<file path="src/rtl/rkpc_pkg.sv">
// Shared constants and types for the RSA key parameter check unit.
package rkpc_pkg;

  localparam int unsigned PrimeWidthDef = 32;
  localparam int unsigned ExpWidth      = 64;
  localparam int unsigned DivWidth      = 64;

  // Control bundle from the sequencer to the shared divider.
  typedef struct packed {
    logic                start;
    logic [DivWidth-1:0] dividend;
    logic [DivWidth-1:0] divisor;
  } div_req_t;

  // Status bundle from the shared divider back to the sequencer.
  typedef struct packed {
    logic                done;
    logic [DivWidth-1:0] remainder;
  } div_rsp_t;

endpackage

</file>
<file path="src/rtl/rkpc_divider.sv">
// Shared restoring divider: one remainder bit per cycle.
module rkpc_divider
  import rkpc_pkg::*;
(
  input  logic     clk_i,
  input  logic     rst_ni,
  input  div_req_t req_i,
  output div_rsp_t rsp_o
);

  localparam int unsigned CntW = $clog2(DivWidth + 1);

  logic [DivWidth-1:0] rem_q, rem_d;
  logic [DivWidth-1:0] quo_q, quo_d;
  logic [DivWidth-1:0] den_q, den_d;
  logic [CntW-1:0]     cnt_q, cnt_d;
  logic                busy_q, busy_d;
  logic                done_q, done_d;
  logic [DivWidth:0]   shifted;
  logic [DivWidth:0]   diff;

  // One shift and trial subtract per cycle.
  always_comb begin
    rem_d   = rem_q;
    quo_d   = quo_q;
    den_d   = den_q;
    cnt_d   = cnt_q;
    busy_d  = busy_q;
    done_d  = 1'b0;
    shifted = {rem_q, quo_q[DivWidth-1]};
    diff    = shifted - {1'b0, den_q};
    if (req_i.start) begin
      rem_d  = '0;
      quo_d  = req_i.dividend;
      den_d  = req_i.divisor;
      cnt_d  = CntW'(DivWidth);
      busy_d = 1'b1;
    end else if (busy_q) begin
      quo_d = {quo_q[DivWidth-2:0], 1'b0};
      if (!diff[DivWidth]) begin
        rem_d = diff[DivWidth-1:0];
      end else begin
        rem_d = shifted[DivWidth-1:0];
      end
      cnt_d = cnt_q - CntW'(1);
      if (cnt_q == CntW'(1)) begin
        busy_d = 1'b0;
        done_d = 1'b1;
      end
    end
  end

  always_ff @(posedge clk_i or negedge rst_ni) begin
    if (!rst_ni) begin
      busy_q <= 1'b0;
      done_q <= 1'b0;
      cnt_q  <= '0;
    end else begin
      busy_q <= busy_d;
      done_q <= done_d;
      cnt_q  <= cnt_d;
    end
  end

  always_ff @(posedge clk_i) begin
    rem_q <= rem_d;
    quo_q <= quo_d;
    den_q <= den_d;
  end

  assign rsp_o.done      = done_q;
  assign rsp_o.remainder = rem_q;

endmodule

</file>
<file path="src/rtl/rkpc_sequencer.sv">
// Sequencer: root, trial division, products and Euclid steps over the shared divider.
module rkpc_sequencer
  import rkpc_pkg::*;
#(
  parameter int unsigned PrimeWidth = PrimeWidthDef
) (
  input  logic                  clk_i,
  input  logic                  rst_ni,
  input  logic                  start_i,
  input  logic [PrimeWidth-1:0] p_i,
  input  logic [PrimeWidth-1:0] q_i,
  input  logic [ExpWidth-1:0]   e_i,
  input  logic                  out_ready_i,
  output logic                  busy_o,
  output logic                  done_o,
  output logic                  p_prime_o,
  output logic                  q_prime_o,
  output logic [ExpWidth-1:0]   modulus_o,
  output logic [ExpWidth-1:0]   totient_o,
  output logic                  coprime_o,
  output div_req_t              div_req_o,
  input  div_rsp_t              div_rsp_i
);

  localparam int unsigned RootW = (PrimeWidth + 1) / 2;
  localparam int unsigned BitW  = $clog2(PrimeWidth + 1);

  typedef enum logic [9:0] {
    StIdle  = 10'b0000000001,
    StMulM  = 10'b0000000010,
    StMulT  = 10'b0000000100,
    StRoot  = 10'b0000001000,
    StTrial = 10'b0000010000,
    StWait  = 10'b0000100000,
    StNext  = 10'b0001000000,
    StGcd   = 10'b0010000000,
    StGwait = 10'b0100000000,
    StDone  = 10'b1000000000
  } state_e;

  state_e state_q, state_d;

  logic [PrimeWidth-1:0]   p_q, q_q, cand_q, cand_d;
  logic [ExpWidth-1:0]     e_q;
  logic [ExpWidth-1:0]     a_q, a_d, b_q, b_d;
  logic [ExpWidth-1:0]     mod_q, mod_d, tot_q, tot_d;
  logic [PrimeWidth-1:0]   rrem_q, rrem_d;
  logic [PrimeWidth-1:0]   rres_q, rres_d;
  logic [RootW-1:0]        div_q, div_d;
  logic [BitW-1:0]         rbit_q, rbit_d;
  logic                    which_q, which_d;
  logic                    pp_q, pp_d, qp_q, qp_d, cop_q, cop_d;
  logic [PrimeWidth-1:0]   mul_a, mul_b;
  logic [2*PrimeWidth-1:0] mul_p;
  logic [PrimeWidth:0]     rtry;
  logic [PrimeWidth-1:0]   rbitv;

  // One multiplier of candidate width, shared by the modulus and the totient.
  assign mul_a = (state_q == StMulT) ? (p_q - PrimeWidth'(1)) : p_q;
  assign mul_b = (state_q == StMulT) ? (q_q - PrimeWidth'(1)) : q_q;
  assign mul_p = {{PrimeWidth{1'b0}}, mul_a} * {{PrimeWidth{1'b0}}, mul_b};

  assign rbitv = PrimeWidth'(1) << rbit_q;
  assign rtry  = {1'b0, rres_q} + {1'b0, rbitv};

  always_comb begin
    state_d   = state_q;
    cand_d    = cand_q;
    a_d       = a_q;
    b_d       = b_q;
    mod_d     = mod_q;
    tot_d     = tot_q;
    rrem_d    = rrem_q;
    rres_d    = rres_q;
    div_d     = div_q;
    rbit_d    = rbit_q;
    which_d   = which_q;
    pp_d      = pp_q;
    qp_d      = qp_q;
    cop_d     = cop_q;
    div_req_o = '0;
    case (state_q)
      StIdle: begin
        if (start_i) begin
          state_d = StMulM;
        end
      end
      // Two products through the one shared multiplier, one per cycle.
      StMulM: begin
        mod_d   = ExpWidth'(mul_p);
        state_d = StMulT;
      end
      // A zero candidate makes its factor all ones, so the product is negated.
      StMulT: begin
        if (p_q == '0 && q_q == '0) begin
          tot_d = ExpWidth'(1);
        end else if (p_q == '0) begin
          tot_d = ExpWidth'(1) - ExpWidth'(q_q);
        end else if (q_q == '0) begin
          tot_d = ExpWidth'(1) - ExpWidth'(p_q);
        end else begin
          tot_d = ExpWidth'(mul_p);
        end
        which_d = 1'b0;
        cand_d  = p_q;
        rrem_d  = p_q;
        rres_d  = '0;
        rbit_d  = BitW'(2 * (RootW - 1));
        state_d = StRoot;
      end
      // Digit-by-digit floor root, one digit per cycle.
      StRoot: begin
        if ({1'b0, rrem_q} >= rtry) begin
          rrem_d = rrem_q - rtry[PrimeWidth-1:0];
          rres_d = (rres_q >> 1) + rbitv;
        end else begin
          rres_d = rres_q >> 1;
        end
        if (rbit_q < BitW'(2)) begin
          state_d = StTrial;
          div_d   = ({1'b0, rrem_q} >= rtry) ? RootW'((rres_q >> 1) + rbitv)
                                             : RootW'(rres_q >> 1);
        end else begin
          rbit_d = rbit_q - BitW'(2);
        end
      end
      StTrial: begin
        if (cand_q < PrimeWidth'(2)) begin
          if (which_q) qp_d = 1'b0; else pp_d = 1'b0;
          state_d = StNext;
        end else if (div_q < RootW'(2)) begin
          if (which_q) qp_d = 1'b1; else pp_d = 1'b1;
          state_d = StNext;
        end else begin
          div_req_o.start    = 1'b1;
          div_req_o.dividend = DivWidth'(cand_q);
          div_req_o.divisor  = DivWidth'(div_q);
          state_d            = StWait;
        end
      end
      StWait: begin
        if (div_rsp_i.done) begin
          if (div_rsp_i.remainder == '0) begin
            if (which_q) qp_d = 1'b0; else pp_d = 1'b0;
            state_d = StNext;
          end else begin
            div_d   = div_q - RootW'(1);
            state_d = StTrial;
          end
        end
      end
      StNext: begin
        if (!which_q) begin
          which_d = 1'b1;
          cand_d  = q_q;
          rrem_d  = q_q;
          rres_d  = '0;
          rbit_d  = BitW'(2 * (RootW - 1));
          state_d = StRoot;
        end else begin
          a_d     = e_q;
          b_d     = tot_q;
          state_d = StGcd;
        end
      end
      // Euclid: one remainder on the shared divider per step.
      StGcd: begin
        if (b_q == '0) begin
          cop_d   = (a_q == ExpWidth'(1));
          state_d = StDone;
        end else begin
          div_req_o.start    = 1'b1;
          div_req_o.dividend = a_q;
          div_req_o.divisor  = b_q;
          state_d            = StGwait;
        end
      end
      StGwait: begin
        if (div_rsp_i.done) begin
          a_d     = b_q;
          b_d     = div_rsp_i.remainder;
          state_d = StGcd;
        end
      end
      // Hold the result until the output register takes it.
      StDone: begin
        if (out_ready_i) begin
          state_d = StIdle;
        end
      end
      default: state_d = StIdle;
    endcase
  end

  always_ff @(posedge clk_i or negedge rst_ni) begin
    if (!rst_ni) begin
      state_q <= StIdle;
    end else begin
      state_q <= state_d;
    end
  end

  always_ff @(posedge clk_i) begin
    if (state_q == StIdle && start_i) begin
      p_q <= p_i;
      q_q <= q_i;
      e_q <= e_i;
    end
    cand_q  <= cand_d;
    a_q     <= a_d;
    b_q     <= b_d;
    mod_q   <= mod_d;
    tot_q   <= tot_d;
    rrem_q  <= rrem_d;
    rres_q  <= rres_d;
    div_q   <= div_d;
    rbit_q  <= rbit_d;
    which_q <= which_d;
    pp_q    <= pp_d;
    qp_q    <= qp_d;
    cop_q   <= cop_d;
  end

  assign busy_o    = (state_q != StIdle);
  assign done_o    = (state_q == StDone);
  assign p_prime_o = pp_q;
  assign q_prime_o = qp_q;
  assign modulus_o = mod_q;
  assign totient_o = tot_q;
  assign coprime_o = cop_q;

endmodule

</file>
<file path="src/rtl/rsa_key_parameter_check_unit.sv">
// Top level of the RSA key parameter check unit.
//
// Usage: an item on the slave stream carries p, q and the exponent e. The
// block checks p and q for primality by trial division, forms n = p*q and
// the totient (p-1)*(q-1) mod 2^64, and tests gcd(e, totient) == 1. One
// result item per input item leaves on the master stream.
// Each trial divisor and each Euclid step costs one issue state plus one
// pass of the shared bit-serial divider; the divisors are tried from the
// floor root of each candidate downwards.
// Throughput: one item at a time; s_axis_tready is high only while the
// sequencer is idle.
// Reset clears the sequencer and the output valid; no item is held.
// A stalled receiver holds the result in the output register; the next
// item is accepted meanwhile, and its result waits until the register is
// taken.
module rsa_key_parameter_check_unit
  import rkpc_pkg::*;
#(
  parameter int unsigned PRIME_WIDTH = PrimeWidthDef
) (
  input  logic         clk_i,
  input  logic         rst_ni,
  input  logic         s_axis_tvalid,
  output logic         s_axis_tready,
  input  logic [127:0] s_axis_tdata,  // prime_p[31:0], prime_q[63:32], exponent[127:64]
  output logic         m_axis_tvalid,
  input  logic         m_axis_tready,
  output logic [135:0] m_axis_tdata   // p_is_prime, q_is_prime, modulus[65:2],
                                      // totient[129:66], exponent_coprime[130], zeros
);

  div_req_t            div_req;
  div_rsp_t            div_rsp;
  logic                busy, done, pp, qp, cop;
  logic [ExpWidth-1:0] modulus, totient;
  logic                out_valid_q;
  logic [130:0]        out_data_q;
  logic                start;
  logic                hold;

  assign s_axis_tready = !busy && !(out_valid_q && done);
  assign start         = s_axis_tvalid && s_axis_tready;
  assign hold          = out_valid_q && !m_axis_tready;

  rkpc_sequencer #(.PrimeWidth(PRIME_WIDTH)) u_seq (
    .clk_i       (clk_i),
    .rst_ni      (rst_ni),
    .start_i     (start),
    .p_i         (s_axis_tdata[PRIME_WIDTH-1:0]),
    .q_i         (s_axis_tdata[32 +: PRIME_WIDTH]),
    .e_i         (s_axis_tdata[127:64]),
    .out_ready_i (!hold),
    .busy_o      (busy),
    .done_o      (done),
    .p_prime_o   (pp),
    .q_prime_o   (qp),
    .modulus_o   (modulus),
    .totient_o   (totient),
    .coprime_o   (cop),
    .div_req_o   (div_req),
    .div_rsp_i   (div_rsp)
  );

  rkpc_divider u_div (
    .clk_i  (clk_i),
    .rst_ni (rst_ni),
    .req_i  (div_req),
    .rsp_o  (div_rsp)
  );

  // Output register; the sequencer waits in its done state while it holds a stalled result.
  always_ff @(posedge clk_i or negedge rst_ni) begin
    if (!rst_ni) begin
      out_valid_q <= 1'b0;
    end else if (done && !hold) begin
      out_valid_q <= 1'b1;
    end else if (m_axis_tready) begin
      out_valid_q <= 1'b0;
    end
  end

  always_ff @(posedge clk_i) begin
    if (done && !hold) begin
      out_data_q <= {cop, totient, modulus, qp, pp};
    end
  end

  assign m_axis_tvalid = out_valid_q;
  assign m_axis_tdata  = {5'b0, out_data_q};

endmodule

</file>
<file path="config.mk">
export PLATFORM = sky130hd
export DESIGN_NAME = rsa_key_parameter_check_unit
export DESIGN_NICKNAME = d
export VERILOG_FILES = /design/src/rtl/rkpc_pkg.sv /design/src/rtl/rkpc_divider.sv /design/src/rtl/rkpc_sequencer.sv /design/src/rtl/rsa_key_parameter_check_unit.sv
export SDC_FILE = /design/constraint.sdc
export NUM_CORES = 2
export LEC_CHECK = 0
export BUFFER_PORTS_ARGS = -buffer_cell sky130_fd_sc_hd__buf_2
export CAP_MARGIN = 30
export CORE_MARGIN = 1.5
export CORE_UTILIZATION = 53
export DETAILED_ROUTE_END_ITERATION = 12
export GPL_TIMING_DRIVEN = 0
export PLACE_DENSITY = 0.7
export SETUP_SLACK_MARGIN = 0.02
export SYNTH_ARGS = -nofsm -noshare
export SYNTH_HDL_FRONTEND = slang
export SYNTH_SLANG_ARGS = --single-unit
export TNS_END_PERCENT = 5
</file>
<file path="constraint.sdc">
create_clock -name clk_i -period 11.7 [get_ports clk_i]
set_input_delay 2.34 -clock clk_i [delete_from_list [all_inputs] [get_ports clk_i]]
set_output_delay 2.34 -clock clk_i [all_outputs]
set_load 0.01 [all_outputs]
</file>
==> run metrics <==
outcome=finished with violations; failing checks=negative setup slack; Final nets=9417; Setup Skew=0.0708 ns; cts bufs inserted=90; Die Ht=379 µm; TritonCTS clock tree=yes; number of global-route vias before repair=59166; clock sink count=848; register area=24700 µm²; DR pass1 iterations=9; Ys Warns=0; min cycle time layout=11.71 ns; delay-heaviest family, CP=adder cells; CTS Buffer Depth=3; post-DP HPWL=237000 µm; #FFs+latches synth=848; DRC viols=0; Final Hold Vio Count=0; worst rel slew slack=23.1%; crit path kind=flop to flop; Die Width=379 µm; placer's final routability congestion estimate=1.03; Worst Setup End Kind=flop; post-synthesis sequential area ratio=33.0%; setup TNS=-0.00682 ns; Die ar.=144000 µm²; first-pass GRT wire length=409000 µm; drt initial violations=7173; share of flip-flops with an asynchronous set or reset=2.36%; fin. max-slew vios=0; io pins=270; Req. time, crit path=12.14 ns; num rows=137; crit-path max FO=10; Worst path slowest cell=fa_1; Final Setup Violations=1; syn_area_per_cell=10.0 µm²; max-cap violation count=0; Worst Max-Slew Pin Slew=1.15 ns; antenna viol nets, final=0; drt total wl=289000 µm; synthesized cell area=74900 µm²; Worst-path clk slew=0.06 ns; Main synth FF type=edfxtp_1; gr usage total=40.3%; Crit path top cell by count=fa_1; unrepaired setup endpoints after global routing=true; Crit path buffers/inverters=8; largest net degree at the start of global routing=67; latest clock arrival within the worst-skew pair=0.74 ns; Max Fclk=85.4 MHz; proportion of layout cells with a drive suffix above 1=11.3%; area of the core=140000 µm²; antenna violations before repair=12; Initial Util=53.6%; H-tree lvl count=3; area of the multi-input gates=45600 µm²; clk root buf=clkbuf_16; DR WL/cell=29.1 µm; synth unique cells=85; Largest stage delay, worst path=0.64 ns; post-route setup slack=-0.00682 ns; Vias/cell=6.03; Synth Instances=7476; final worst-path cycle share=100%; PortBufs=264; crit start category=flop; gr ovfl total=0; via count=59873; worst hold path type=flop to flop; EDFF count, synth=764; crit path DAT=12.14 ns; CTS hold repair buffers=0; Fillers=11938; synthesis-to-finish area growth=12.7%
-- cells in the mapped netlist, types with 49 or more instances --
cell,count,area share [%]
o21ai_0,206,1.4
clkbuf_1,327,1.6
fa_1,898,24
nor2_1,739,3.7
nand4_1,71,0.59
nand2_1,1030,5.2
edfxtp_1,764,31
a21oi_1,340,2.3
xnor2_1,210,2.5
mux2_2,127,1.9
nand3_1,63,0.42
and2_1,74,0.62
a22o_1,49,0.57
nor3_1,67,0.45
xor2_1,198,2.3
ha_1,407,6.8
nor4_1,84,0.70
inv_1,1066,5.3
dfxtp_1,64,1.7
a21o_1,75,0.75
-- final timing paths --
path	start	to	slack [ns]	depth (start not counted)
setup / recovery	u_seq.q_q[10]	u_seq.totient_o[63]	-0.007	34
hold / removal	u_seq.modulus_o[9]	out_data_q[11]	0.42	0
setup reg to reg	u_seq.q_q[10]	u_seq.totient_o[63]	-0.007	34
hold reg to reg	u_seq.modulus_o[9]	out_data_q[11]	0.42	0
max in group asynchronous	rst_ni	u_div.cnt_q[5]	9.58	1
min in group asynchronous	rst_ni	u_div.busy_q	1.66	1
-- cell families after synthesis --
kind of cell	after synthesis	share of synthesized area [%]
AOI/OAI and AO/OA	1007	8.41
xor gates and xnor gates	413	4.89
adders and majority gates	1305	30.8
buffers and inverters	1446	7.35
DFF	848	33.0
muxes	146	2.16
other	1	0.00500
and+or+nand+nor	2310	13.4
-- layout make-up --
class	instances	area share (%)
Clock inverter	55	0.768
Buffer	370	1.84
Inverter	1066	4.74
Clock buffer	109	2.81
Antenna cell	4	0.0119
Timing Repair Buffer	418	3.81
Tap cell	1876	2.78
Sequential cell	848	29.3
Multi-Input combinational cell	5186	54.0
-- through the flow --
| stage | cell area (µm²) | setup WS, ns | cells | util (%) | hold WS [ns] |
|---|---|---|---|---|---|
| final | 84400 | -0.00682 | 9932 | 60.4 | 0.415 |
| after global routing | 84400 | -0.127 | 9928 | 60.4 | 0.418 |
| after CTS | 84000 | 0.00988 | 9913 | 60.1 | 0.415 |
| after global placement | 78600 | -2.95 | 9620 | 56.2 | 0.402 |
| after floorplan | 74900 | 1.82 | 7480 | - | 0.400 |
| after detailed placement | 80500 | -1.68 | 9749 | 57.6 | 0.405 |
-- layout by cell type (no fill, tap or decap), types with 80 or more instances in the layout --
master        n
a21oi_1     332
inv_1      1065
xnor2_1     182
clkbuf_16    92
xor2_1      173
nand2_1    1028
nor4_1       80
clkbuf_1    301
mux2_2      127
nor2_1      737
ha_1        407
o21ai_0     197
buf_2       302
edfxtp_1    764
fa_1        898
-- metal layers --
| metal | vias up | share of wire [%] | global-route usage (%) |
|---|---|---|---|
| li1 | 25475 | - | - |
| met4 | 10 | 7.3 | 24.4 |
| met2 | 3572 | 45 | 62.3 |
| met3 | 814 | 10 | 8.30 |
| met1 | 30002 | 38 | 52.4 |
| met5 | - | 0.023 | 0 |
-- timing repair --
action	CTS	global route
gates resized for setup	84	70
pin swaps	2	5
setup endpoints to repair	74	44
setup buffers	8	5
hold endpoints to repair	0	0
-- state kept, by name, indices dropped and copies added, names as in the netlist, 5 cells and up --
name / cells
u_seq.p_q: 32
u_div.cnt_q: 7
u_seq.e_q: 64
u_seq.state_q: 10
u_seq.totient_o: 64
u_div.den_q: 64
u_seq.rbit_q: 5
u_seq.modulus_o: 64
u_seq.q_q: 32
out_data_q: 131
u_seq.rres_q: 32
u_seq.a_q: 64
u_seq.b_q: 64
u_div.rem_q: 64
u_seq.rrem_q: 32
u_seq.cand_q: 32
u_div.quo_q: 64
u_seq.div_q: 16
Power is left out: the tool's default activity adds up to more than one toggle a clock period on the data nets, which glitch-free logic cannot reach.
